==> src/hw/rtl/line_edit_buffer_unit_macros.svh <==
// Assertion macros for the line edit buffer RTL.
// Used by line_edit_buffer_unit.sv; bodies drop out when SYNTHESIS is defined.
`ifndef LINE_EDIT_BUFFER_UNIT_MACROS_SVH
`define LINE_EDIT_BUFFER_UNIT_MACROS_SVH

`ifndef SYNTHESIS

// Same-cycle implication, checked outside reset.
`define LEB_ASSERT_IMP(label, clk, rst_n, ante, cons) \
    label: assert property (@(posedge clk) disable iff (!rst_n) (ante) |-> (cons)) \
        else $error("line_edit_buffer: check failed");

// Next-cycle implication, checked outside reset.
`define LEB_ASSERT_NXT(label, clk, rst_n, ante, cons) \
    label: assert property (@(posedge clk) disable iff (!rst_n) (ante) |=> (cons)) \
        else $error("line_edit_buffer: check failed");

`else

`define LEB_ASSERT_IMP(label, clk, rst_n, ante, cons)
`define LEB_ASSERT_NXT(label, clk, rst_n, ante, cons)

`endif

`endif

==> src/hw/rtl/leb_pkg.sv <==
// Shared types and constants for the line edit buffer.
// No dependencies; used by line_edit_buffer_unit.sv.
`timescale 1ns / 1ps

package leb_pkg;

    // Text store geometry
    localparam int CAPACITY = 32;
    localparam int IDX_W    = $clog2(CAPACITY);
    localparam int CNT_W    = 6;   // cursor / length / max_length fields

    localparam logic [CNT_W-1:0] MAX_LEN_RESET = 6'd20;

    // Printable range
    localparam logic [7:0] CHAR_MIN = 8'd32;
    localparam logic [7:0] CHAR_MAX = 8'd127;

    // Register byte-address bit that selects the register index
    localparam logic REG_MAX_LENGTH = 1'b0;

    typedef enum logic [2:0] {
        KIND_CHAR  = 3'd0,
        KIND_LEFT  = 3'd1,
        KIND_RIGHT = 3'd2,
        KIND_HOME  = 3'd3,
        KIND_END   = 3'd4,
        KIND_BACK  = 3'd5,
        KIND_DEL   = 3'd6,
        KIND_READ  = 3'd7
    } t_kind;

    typedef enum logic [1:0] {
        STAT_OK       = 2'd0,
        STAT_IGNORED  = 2'd1,
        STAT_PAST_END = 2'd2
    } t_status;

    typedef enum logic [2:0] {
        ST_IDLE,
        ST_EXEC,
        ST_SHIFT_RD,
        ST_SHIFT_WR,
        ST_READ_WAIT,
        ST_DONE
    } t_state;

endpackage

==> src/hw/rtl/line_edit_buffer_unit.sv <==
// Line edit buffer: one-line text store with a cursor, driven by key events.
// Depends on leb_pkg.sv and line_edit_buffer_unit_macros.svh.
//
// Usage:
//   Input channel  (i_in_valid / o_in_stall): one key event per transfer,
//     fields i_kind, i_char_code, i_read_index.
//   Output channel (o_out_valid / i_out_stall): one result per event,
//     fields o_cursor_pos, o_text_length, o_read_char, o_status.
//   APB port: register 0 (byte address 0) is max_length, 6 bits, reset 20.
//     Write it only while no event is in flight.
// Sequence per event: a read inside the text passes through ST_EXEC,
//   ST_READ_WAIT and ST_DONE; a backspace or delete that removes a character
//   walks the tail in ST_SHIFT_RD and ST_SHIFT_WR, one pair per character
//   moved (at most 31), before ST_DONE; any other event goes from ST_EXEC
//   straight to ST_DONE. No new event is taken while one is in flight; the
//   next is taken once the result has been loaded.
// Reset clears cursor and length and restores max_length; the text store is
//   not cleared, entries at or beyond the length are never returned.
// A stalled result stays in the output register; the block still takes and
//   works on the next event, then holds it in ST_DONE until the output frees.
`timescale 1ns / 1ps
`include "line_edit_buffer_unit_macros.svh"

module line_edit_buffer_unit (
    input  logic        i_clk,
    input  logic        i_rst_n,
    // event input
    input  logic        i_in_valid,
    output logic        o_in_stall,
    input  logic [2:0]  i_kind,
    input  logic [7:0]  i_char_code,
    input  logic [4:0]  i_read_index,
    // result output
    output logic        o_out_valid,
    input  logic        i_out_stall,
    output logic [5:0]  o_cursor_pos,
    output logic [5:0]  o_text_length,
    output logic [6:0]  o_read_char,
    output logic [1:0]  o_status,
    // configuration
    input  logic        psel,
    input  logic        penable,
    input  logic        pwrite,
    input  logic [2:0]  paddr,
    input  logic [31:0] pwdata,
    output logic [31:0] prdata,
    output logic        pready
);

    localparam int IW = leb_pkg::IDX_W;
    localparam int CW = leb_pkg::CNT_W;

    // Sequencer and architectural state
    leb_pkg::t_state  r_state, n_state;
    logic [CW-1:0]    r_cursor, n_cursor;
    logic [CW-1:0]    r_length, n_length;
    logic [CW-1:0]    r_max_length;

    // Latched event
    leb_pkg::t_kind   r_kind;
    logic [7:0]       r_code;
    logic [4:0]       r_ridx;

    // Shift walker: source index and end bound (old length)
    logic [CW-1:0]    r_src, n_src;
    logic [CW-1:0]    r_limit, n_limit;

    // Working result
    leb_pkg::t_status r_status, n_status;
    logic [6:0]       r_rchar, n_rchar;

    // Output register
    logic             r_out_valid, n_out_valid;
    logic [CW-1:0]    r_out_cursor;
    logic [CW-1:0]    r_out_length;
    logic [6:0]       r_out_char;
    leb_pkg::t_status r_out_status;

    // Text store
    logic [6:0]       r_mem [leb_pkg::CAPACITY];
    logic [6:0]       r_rdata;
    logic             mem_we;
    logic [IW-1:0]    mem_waddr;
    logic [6:0]       mem_wdata;
    logic             mem_re;
    logic [IW-1:0]    mem_raddr;

    logic             in_xfer;
    logic             out_free;
    logic             cfg_wr;
    logic [CW-1:0]    eff_max;
    logic [CW-1:0]    src_m1;
    logic             printable;

    assign in_xfer  = i_in_valid && !o_in_stall;
    assign out_free = !r_out_valid || !i_out_stall;
    assign cfg_wr   = psel && penable && pwrite && pready;

    // Effective maximum: clamp the register to the store capacity
    assign eff_max = (r_max_length > CW'(leb_pkg::CAPACITY)) ?
                     CW'(leb_pkg::CAPACITY) : r_max_length;

    assign printable = (r_code >= leb_pkg::CHAR_MIN) && (r_code <= leb_pkg::CHAR_MAX);
    assign src_m1    = r_src - CW'(1);

    assign o_in_stall    = (r_state != leb_pkg::ST_IDLE);
    assign o_out_valid   = r_out_valid;
    assign o_cursor_pos  = r_out_cursor;
    assign o_text_length = r_out_length;
    assign o_read_char   = r_out_char;
    assign o_status      = r_out_status;

    assign pready = 1'b1;
    assign prdata = (paddr[2] == leb_pkg::REG_MAX_LENGTH) ?
                    {{(32-CW){1'b0}}, r_max_length} : 32'd0;

    // ------------------------------------------------------------------
    // Next state
    // ------------------------------------------------------------------
    always_comb begin
        n_state = r_state;
        case (r_state)
            leb_pkg::ST_IDLE: begin
                if (in_xfer) begin
                    n_state = leb_pkg::ST_EXEC;
                end
            end
            leb_pkg::ST_EXEC: begin
                case (r_kind)
                    leb_pkg::KIND_BACK: begin
                        n_state = (r_cursor == '0) ? leb_pkg::ST_DONE
                                                   : leb_pkg::ST_SHIFT_RD;
                    end
                    leb_pkg::KIND_DEL: begin
                        n_state = (r_cursor < r_length) ? leb_pkg::ST_SHIFT_RD
                                                        : leb_pkg::ST_DONE;
                    end
                    leb_pkg::KIND_READ: begin
                        n_state = (CW'(r_ridx) < r_length) ? leb_pkg::ST_READ_WAIT
                                                           : leb_pkg::ST_DONE;
                    end
                    default: begin
                        n_state = leb_pkg::ST_DONE;
                    end
                endcase
            end
            leb_pkg::ST_SHIFT_RD: begin
                n_state = (r_src < r_limit) ? leb_pkg::ST_SHIFT_WR : leb_pkg::ST_DONE;
            end
            leb_pkg::ST_SHIFT_WR: begin
                n_state = leb_pkg::ST_SHIFT_RD;
            end
            leb_pkg::ST_READ_WAIT: begin
                n_state = leb_pkg::ST_DONE;
            end
            leb_pkg::ST_DONE: begin
                if (out_free) begin
                    n_state = leb_pkg::ST_IDLE;
                end
            end
            default: begin
                n_state = leb_pkg::ST_IDLE;
            end
        endcase
    end

    // ------------------------------------------------------------------
    // Datapath and store control
    // ------------------------------------------------------------------
    always_comb begin
        n_cursor    = r_cursor;
        n_length    = r_length;
        n_src       = r_src;
        n_limit     = r_limit;
        n_status    = r_status;
        n_rchar     = r_rchar;
        n_out_valid = r_out_valid;
        mem_we      = 1'b0;
        mem_waddr   = r_cursor[IW-1:0];
        mem_wdata   = r_code[6:0];
        mem_re      = 1'b0;
        mem_raddr   = r_src[IW-1:0];

        // Drop the result once the receiver takes it
        if (r_out_valid && !i_out_stall) begin
            n_out_valid = 1'b0;
        end

        case (r_state)
            leb_pkg::ST_EXEC: begin
                n_status = leb_pkg::STAT_OK;
                n_rchar  = '0;
                case (r_kind)
                    leb_pkg::KIND_CHAR: begin
                        if (!printable || (r_cursor >= eff_max)) begin
                            n_status = leb_pkg::STAT_IGNORED;
                        end else begin
                            // Overwrite at the cursor, advance, grow if passed
                            mem_we   = 1'b1;
                            n_cursor = r_cursor + CW'(1);
                            if (r_cursor >= r_length) begin
                                n_length = r_cursor + CW'(1);
                            end
                        end
                    end
                    leb_pkg::KIND_LEFT: begin
                        if (r_cursor != '0) begin
                            n_cursor = r_cursor - CW'(1);
                        end else begin
                            n_status = leb_pkg::STAT_IGNORED;
                        end
                    end
                    leb_pkg::KIND_RIGHT: begin
                        if (r_cursor < r_length) begin
                            n_cursor = r_cursor + CW'(1);
                        end else begin
                            n_status = leb_pkg::STAT_IGNORED;
                        end
                    end
                    leb_pkg::KIND_HOME: begin
                        n_cursor = '0;
                    end
                    leb_pkg::KIND_END: begin
                        n_cursor = r_length;
                    end
                    leb_pkg::KIND_BACK: begin
                        if (r_cursor == '0) begin
                            n_status = leb_pkg::STAT_IGNORED;
                        end else begin
                            // Move entries [cursor, length) down by one
                            n_src    = r_cursor;
                            n_limit  = r_length;
                            n_cursor = r_cursor - CW'(1);
                            n_length = r_length - CW'(1);
                        end
                    end
                    leb_pkg::KIND_DEL: begin
                        if (r_cursor < r_length) begin
                            // Move entries [cursor+1, length) down by one
                            n_src    = r_cursor + CW'(1);
                            n_limit  = r_length;
                            n_length = r_length - CW'(1);
                        end else begin
                            n_status = leb_pkg::STAT_IGNORED;
                        end
                    end
                    leb_pkg::KIND_READ: begin
                        if ((CW'(r_ridx) < r_length) &&
                            (CW'(r_ridx) < CW'(leb_pkg::CAPACITY))) begin
                            mem_re    = 1'b1;
                            mem_raddr = r_ridx[IW-1:0];
                        end else begin
                            n_status = leb_pkg::STAT_PAST_END;
                        end
                    end
                    default: begin
                        n_status = leb_pkg::STAT_OK;
                    end
                endcase
            end
            leb_pkg::ST_SHIFT_RD: begin
                if (r_src < r_limit) begin
                    mem_re    = 1'b1;
                    mem_raddr = r_src[IW-1:0];
                end
            end
            leb_pkg::ST_SHIFT_WR: begin
                mem_we    = 1'b1;
                mem_waddr = src_m1[IW-1:0];
                mem_wdata = r_rdata;
                n_src     = r_src + CW'(1);
            end
            leb_pkg::ST_READ_WAIT: begin
                n_rchar = r_rdata;
            end
            leb_pkg::ST_DONE: begin
                if (out_free) begin
                    n_out_valid = 1'b1;
                end
            end
            default: begin
                n_src = r_src;
            end
        endcase
    end

    // ------------------------------------------------------------------
    // Registers
    // ------------------------------------------------------------------
    always_ff @(posedge i_clk) begin
        if (!i_rst_n) begin
            r_state      <= leb_pkg::ST_IDLE;
            r_cursor     <= '0;
            r_length     <= '0;
            r_max_length <= leb_pkg::MAX_LEN_RESET;
            r_out_valid  <= 1'b0;
        end else begin
            r_state     <= n_state;
            r_cursor    <= n_cursor;
            r_length    <= n_length;
            r_out_valid <= n_out_valid;
            if (cfg_wr && (paddr[2] == leb_pkg::REG_MAX_LENGTH)) begin
                r_max_length <= pwdata[CW-1:0];
            end
        end
    end

    // Payload registers: no reset
    always_ff @(posedge i_clk) begin
        if (in_xfer) begin
            r_kind <= leb_pkg::t_kind'(i_kind);
            r_code <= i_char_code;
            r_ridx <= i_read_index;
        end
        r_src    <= n_src;
        r_limit  <= n_limit;
        r_status <= n_status;
        r_rchar  <= n_rchar;
        // Load the result only when the output register frees up
        if ((r_state == leb_pkg::ST_DONE) && out_free) begin
            r_out_cursor <= r_cursor;
            r_out_length <= r_length;
            r_out_char   <= r_rchar;
            r_out_status <= r_status;
        end
    end

    // Text store: one write port, one registered read port
    always_ff @(posedge i_clk) begin
        if (mem_we) begin
            r_mem[mem_waddr] <= mem_wdata;
        end
        if (mem_re) begin
            r_rdata <= r_mem[mem_raddr];
        end
    end

    // ------------------------------------------------------------------
    // Assertions
    // ------------------------------------------------------------------
    `LEB_ASSERT_IMP(a_cursor_in_text, i_clk, i_rst_n, 1'b1, r_cursor <= r_length)
    `LEB_ASSERT_IMP(a_length_in_cap, i_clk, i_rst_n, 1'b1,
                    r_length <= CW'(leb_pkg::CAPACITY))
    `LEB_ASSERT_IMP(a_shift_wr_range, i_clk, i_rst_n, r_state == leb_pkg::ST_SHIFT_WR,
                    (r_src < r_limit) && (r_src != '0))
    `LEB_ASSERT_NXT(a_accept_to_exec, i_clk, i_rst_n, in_xfer, r_state == leb_pkg::ST_EXEC)

endmodule

==> config.mk <==
export PLATFORM = sky130hd
export DESIGN_NAME = line_edit_buffer_unit
export DESIGN_NICKNAME = d
export VERILOG_FILES = /design/src/hw/rtl/leb_pkg.sv /design/src/hw/rtl/line_edit_buffer_unit.sv
export VERILOG_INCLUDE_DIRS = /design/src /design/src/hw/rtl
export SDC_FILE = /design/constraint.sdc
export NUM_CORES = 1
export LEC_CHECK = 0
export BUFFER_PORTS_ARGS = -buffer_cell sky130_fd_sc_hd__buf_2
export CAP_MARGIN = 20
export CELL_PAD_IN_SITES_DETAIL_PLACEMENT = 1
export CELL_PAD_IN_SITES_GLOBAL_PLACEMENT = 1
export CORE_MARGIN = 1.5
export CORE_UTILIZATION = 53
export DETAILED_ROUTE_END_ITERATION = 7
export GPL_ROUTABILITY_DRIVEN = 1
export HOLD_SLACK_MARGIN = 0.06
export MAX_ROUTING_LAYER = met4
export PLACE_DENSITY_LB_ADDON = 0.1
export SYNTH_ARGS = -nofsm -noshare
export SYNTH_HDL_FRONTEND = slang
export SYNTH_SLANG_ARGS = --single-unit
==> constraint.sdc <==
create_clock -name i_clk -period 10.5 [get_ports i_clk]
set_clock_uncertainty 0.2 [all_clocks]
set_input_delay 1.05 -clock i_clk [delete_from_list [all_inputs] [get_ports i_clk]]
set_output_delay 1.05 -clock i_clk [all_outputs]
set_load 0.01 [all_outputs]
==> results.json <==
{
  "top_usage_layer": "met2",
  "dr_total_vias": 9173,
  "clk_latency_ns": 0.52,
  "std_cell_rows": 58,
  "dp_cells": 1436,
  "postRouteAntennaNets": 0,
  "grt_util_met1": 0.382,
  "final_cell_area_sq_um": 15400,
  "p_leak_nw": 5.51,
  "routabilityCongestion": 0.832,
  "cts_inserted_buffers": 35,
  "netlist_top_cells_area": "edfxtp_1 (63%), nand2_1 (5.3%), dfxtp_1 (3.2%)",
  "antenna_found_initial": 0,
  "synth.most_common_cell": "edfxtp_1",
  "rsz0062_at_grt": "false",
  "grt_pass1_wl_um": 55300,
  "drt_first_iter_violations": 815,
  "wl_um": 36500,
  "port_buffers": 58,
  "yosysTopAreaCell": "edfxtp_1",
  "netlist_instances": 1095,
  "critPathLaunchType": "register",
  "finalCriticalPeriod_ns": 4.96,
  "post-route-drc-count": 0,
  "design.die.area_sq_um": 26800,
  "final_cells": 1504,
  "grt_util_met3": 0.0369,
  "io_pins": 114,
  "crit_arrival_ns": 4.98,
  "cts_tree": "done",
  "clockRootBuffer": "clkbuf_16",
  "overflow": 0,
  "cts_max_level": 2,
  "finalSetupViolCount": 0,
  "die_w_um": 164,
  "dp_hpwl_um": 22700,
  "synthFlopType": "edfxtp_1",
  "synth_top_area_frac": 0.633,
  "use_met2": 0.459,
  "synth-edff-count": 289,
  "grt_max_degree": 92,
  "synthArstFlopShare": 0,
  "start_util": 0.543,
  "yosysSeqAreaShare": 0.666,
  "tns_ns": 0,
  "syn_area_sq_um": 13700,
  "critPathRequiredTime_ns": 10.52,
  "slew_headroom": 0.101,
  "peakVddDrop_mv": 0.154,
  "cp_max_fo": 74,
  "syn2layout_area_growth_pct": 12.6,
  "cts_buffer_depth": 3,
  "fmax_mhz": 202,
  "hold_class": "reg2reg",
  "first_pass_iters": 5,
  "worstRegToRegCells": 10,
  "layout-drive-gt1-share": 0.134,
  "yosys_warnings": 0,
  "ys_ff_latch": 311,
  "cts_setup_buffers": 0,
  "final_nets": 1232,
  "antenna_cells": 0,
  "critPathKind": "reg2reg",
  "cts_hold_buffers": 0,
  "hold_depth": 0,
  "avgSynthCellArea_sq_um": 12.5,
  "routedWlPerCell_um": 24.3,
  "postPlaceCellArea_sq_um": 14200,
  "finish.utilization": 0.611,
  "hold_viol_final": 0,
  "path_clk_slew_ns": 0.06,
  "worst_slew_pin_slew_ns": 1.35,
  "synthTopCellsByCount": "edfxtp_1 (289), nand2_1 (195), nor2_1 (74)",
  "clock_sinks": 311,
  "outcome": "finished, final reports clean",
  "die_h_um": 164,
  "finalMaxSlewViolations": 0,
  "track_usage": 0.286,
  "timing.final.crit_share": 0.472,
  "avgViaCountPerCell": 6.10,
  "fp.coreArea_sq_um": 25300,
  "max-cap-violations": 0,
  "synth.distinct_cells": 61,
  "cts_resized": 0,
  "p_per_area_nw_per_um2": 209,
  "cp-end-kind": "register",
  "grt_pass1_vias": 9383
}
## cells in the final DEF, fill, tap and decap left out, types with 6 or more instances in the layout
| cell | n |
|---|---|
| a21oi_1 | 70 |
| ha_1 | 26 |
| o21ai_0 | 19 |
| nand4_1 | 16 |
| a21o_1 | 9 |
| a32oi_1 | 30 |
| xor2_1 | 9 |
| nor3_1 | 13 |
| xnor2_1 | 9 |
| o21a_1 | 8 |
| mux2_2 | 22 |
| nand3b_1 | 8 |
| inv_1 | 18 |
| nor2b_1 | 16 |
| and2_1 | 11 |
| buf_4 | 12 |
| clkbuf_16 | 37 |
| clkinv_1 | 7 |
| nand2b_1 | 8 |
| dfxtp_1 | 22 |
| clkbuf_1 | 7 |
| edfxtp_1 | 289 |
| nor2_1 | 73 |
| nand2_1 | 195 |
| conb_1 | 27 |
| mux2i_1 | 9 |
| buf_2 | 58 |
| a2bb2oi_1 | 21 |
| nand3_1 | 43 |
| o211a_1 | 6 |
## through the flow
stage               power (mW)  hold slack [ns]  setup WS (ns)
finish                    3.22            0.222           5.54
global placement          1.99            0.202           5.73
floorplan                 1.85            0.200           7.03
detailed placement        2.01            0.206           5.66
CTS                       3.22            0.219           5.61
global route              3.33            0.231           5.35
## critical path, stage by stage (launching register included)
cell	delay, ns
dfxtp_1	0.68
nand2_1	0.37
inv_2	0.18
nand4_1	0.19
a211o_1	0.63
mux2_4	0.61
buf_4	0.73
mux2_2	0.42
a2bb2oi_1	0.17
nand3_1	0.19
nand4_1	0.19
## registers in the layout (all words and copies together), names as in the netlist, 7 cells and up
register,cells
r_mem,224
r_code,8
o_read_char,7
r_rchar,7
r_rdata,7
## metal layers
layer	vias up	wire (um)
li1	4132	-
met5	-	0
met1	4619	15800
met2	356	17500
met4	0	942
met3	66	2180
## power by group
| part | internal, mW | total (mW) | switching, mW |
|---|---|---|---|
| Combinational | 0.169 | 0.500 | 0.330 |
| Sequential | 1.45 | 1.51 | 0.0629 |
| Clock | 0.721 | 1.21 | 0.491 |
| Total | 2.34 | 3.22 | 0.884 |
## worst paths after layout
| kind | startpoint | to | slack [ns] |
|---|---|---|---|
| hold reg to reg | r_status[0] | o_status[0] | 0.22 |
| setup reg to reg | r_state[0] | r_rdata[2] | 5.54 |
| hold / removal | r_status[0] | o_status[0] | 0.22 |
| setup / recovery | r_state[0] | r_rdata[2] | 5.54 |
## kinds of logic after synthesis
| logic type | share of synthesized area |
|---|---|
| and+or+nand+nor | 0.129 |
| muxes | 0.0288 |
| adders and majority gates | 0.0237 |
| AOI/OAI and AO/OA | 0.104 |
| other | 0.000548 |
| DFF | 0.666 |
| xor gates and xnor gates | 0.0115 |
| buffers and inverters | 0.0372 |
## layout make-up
type	instances	area, sq um
Fill cell	2532	9820
Sequential cell	311	9120
Multi-Input combinational cell	707	4200
Clock buffer	44	952
Timing Repair Buffer	74	490
Tap cell	330	413
Clock inverter	19	188
Inverter	19	71.3
No activity file was read; power rests on OpenSTA's default activity.
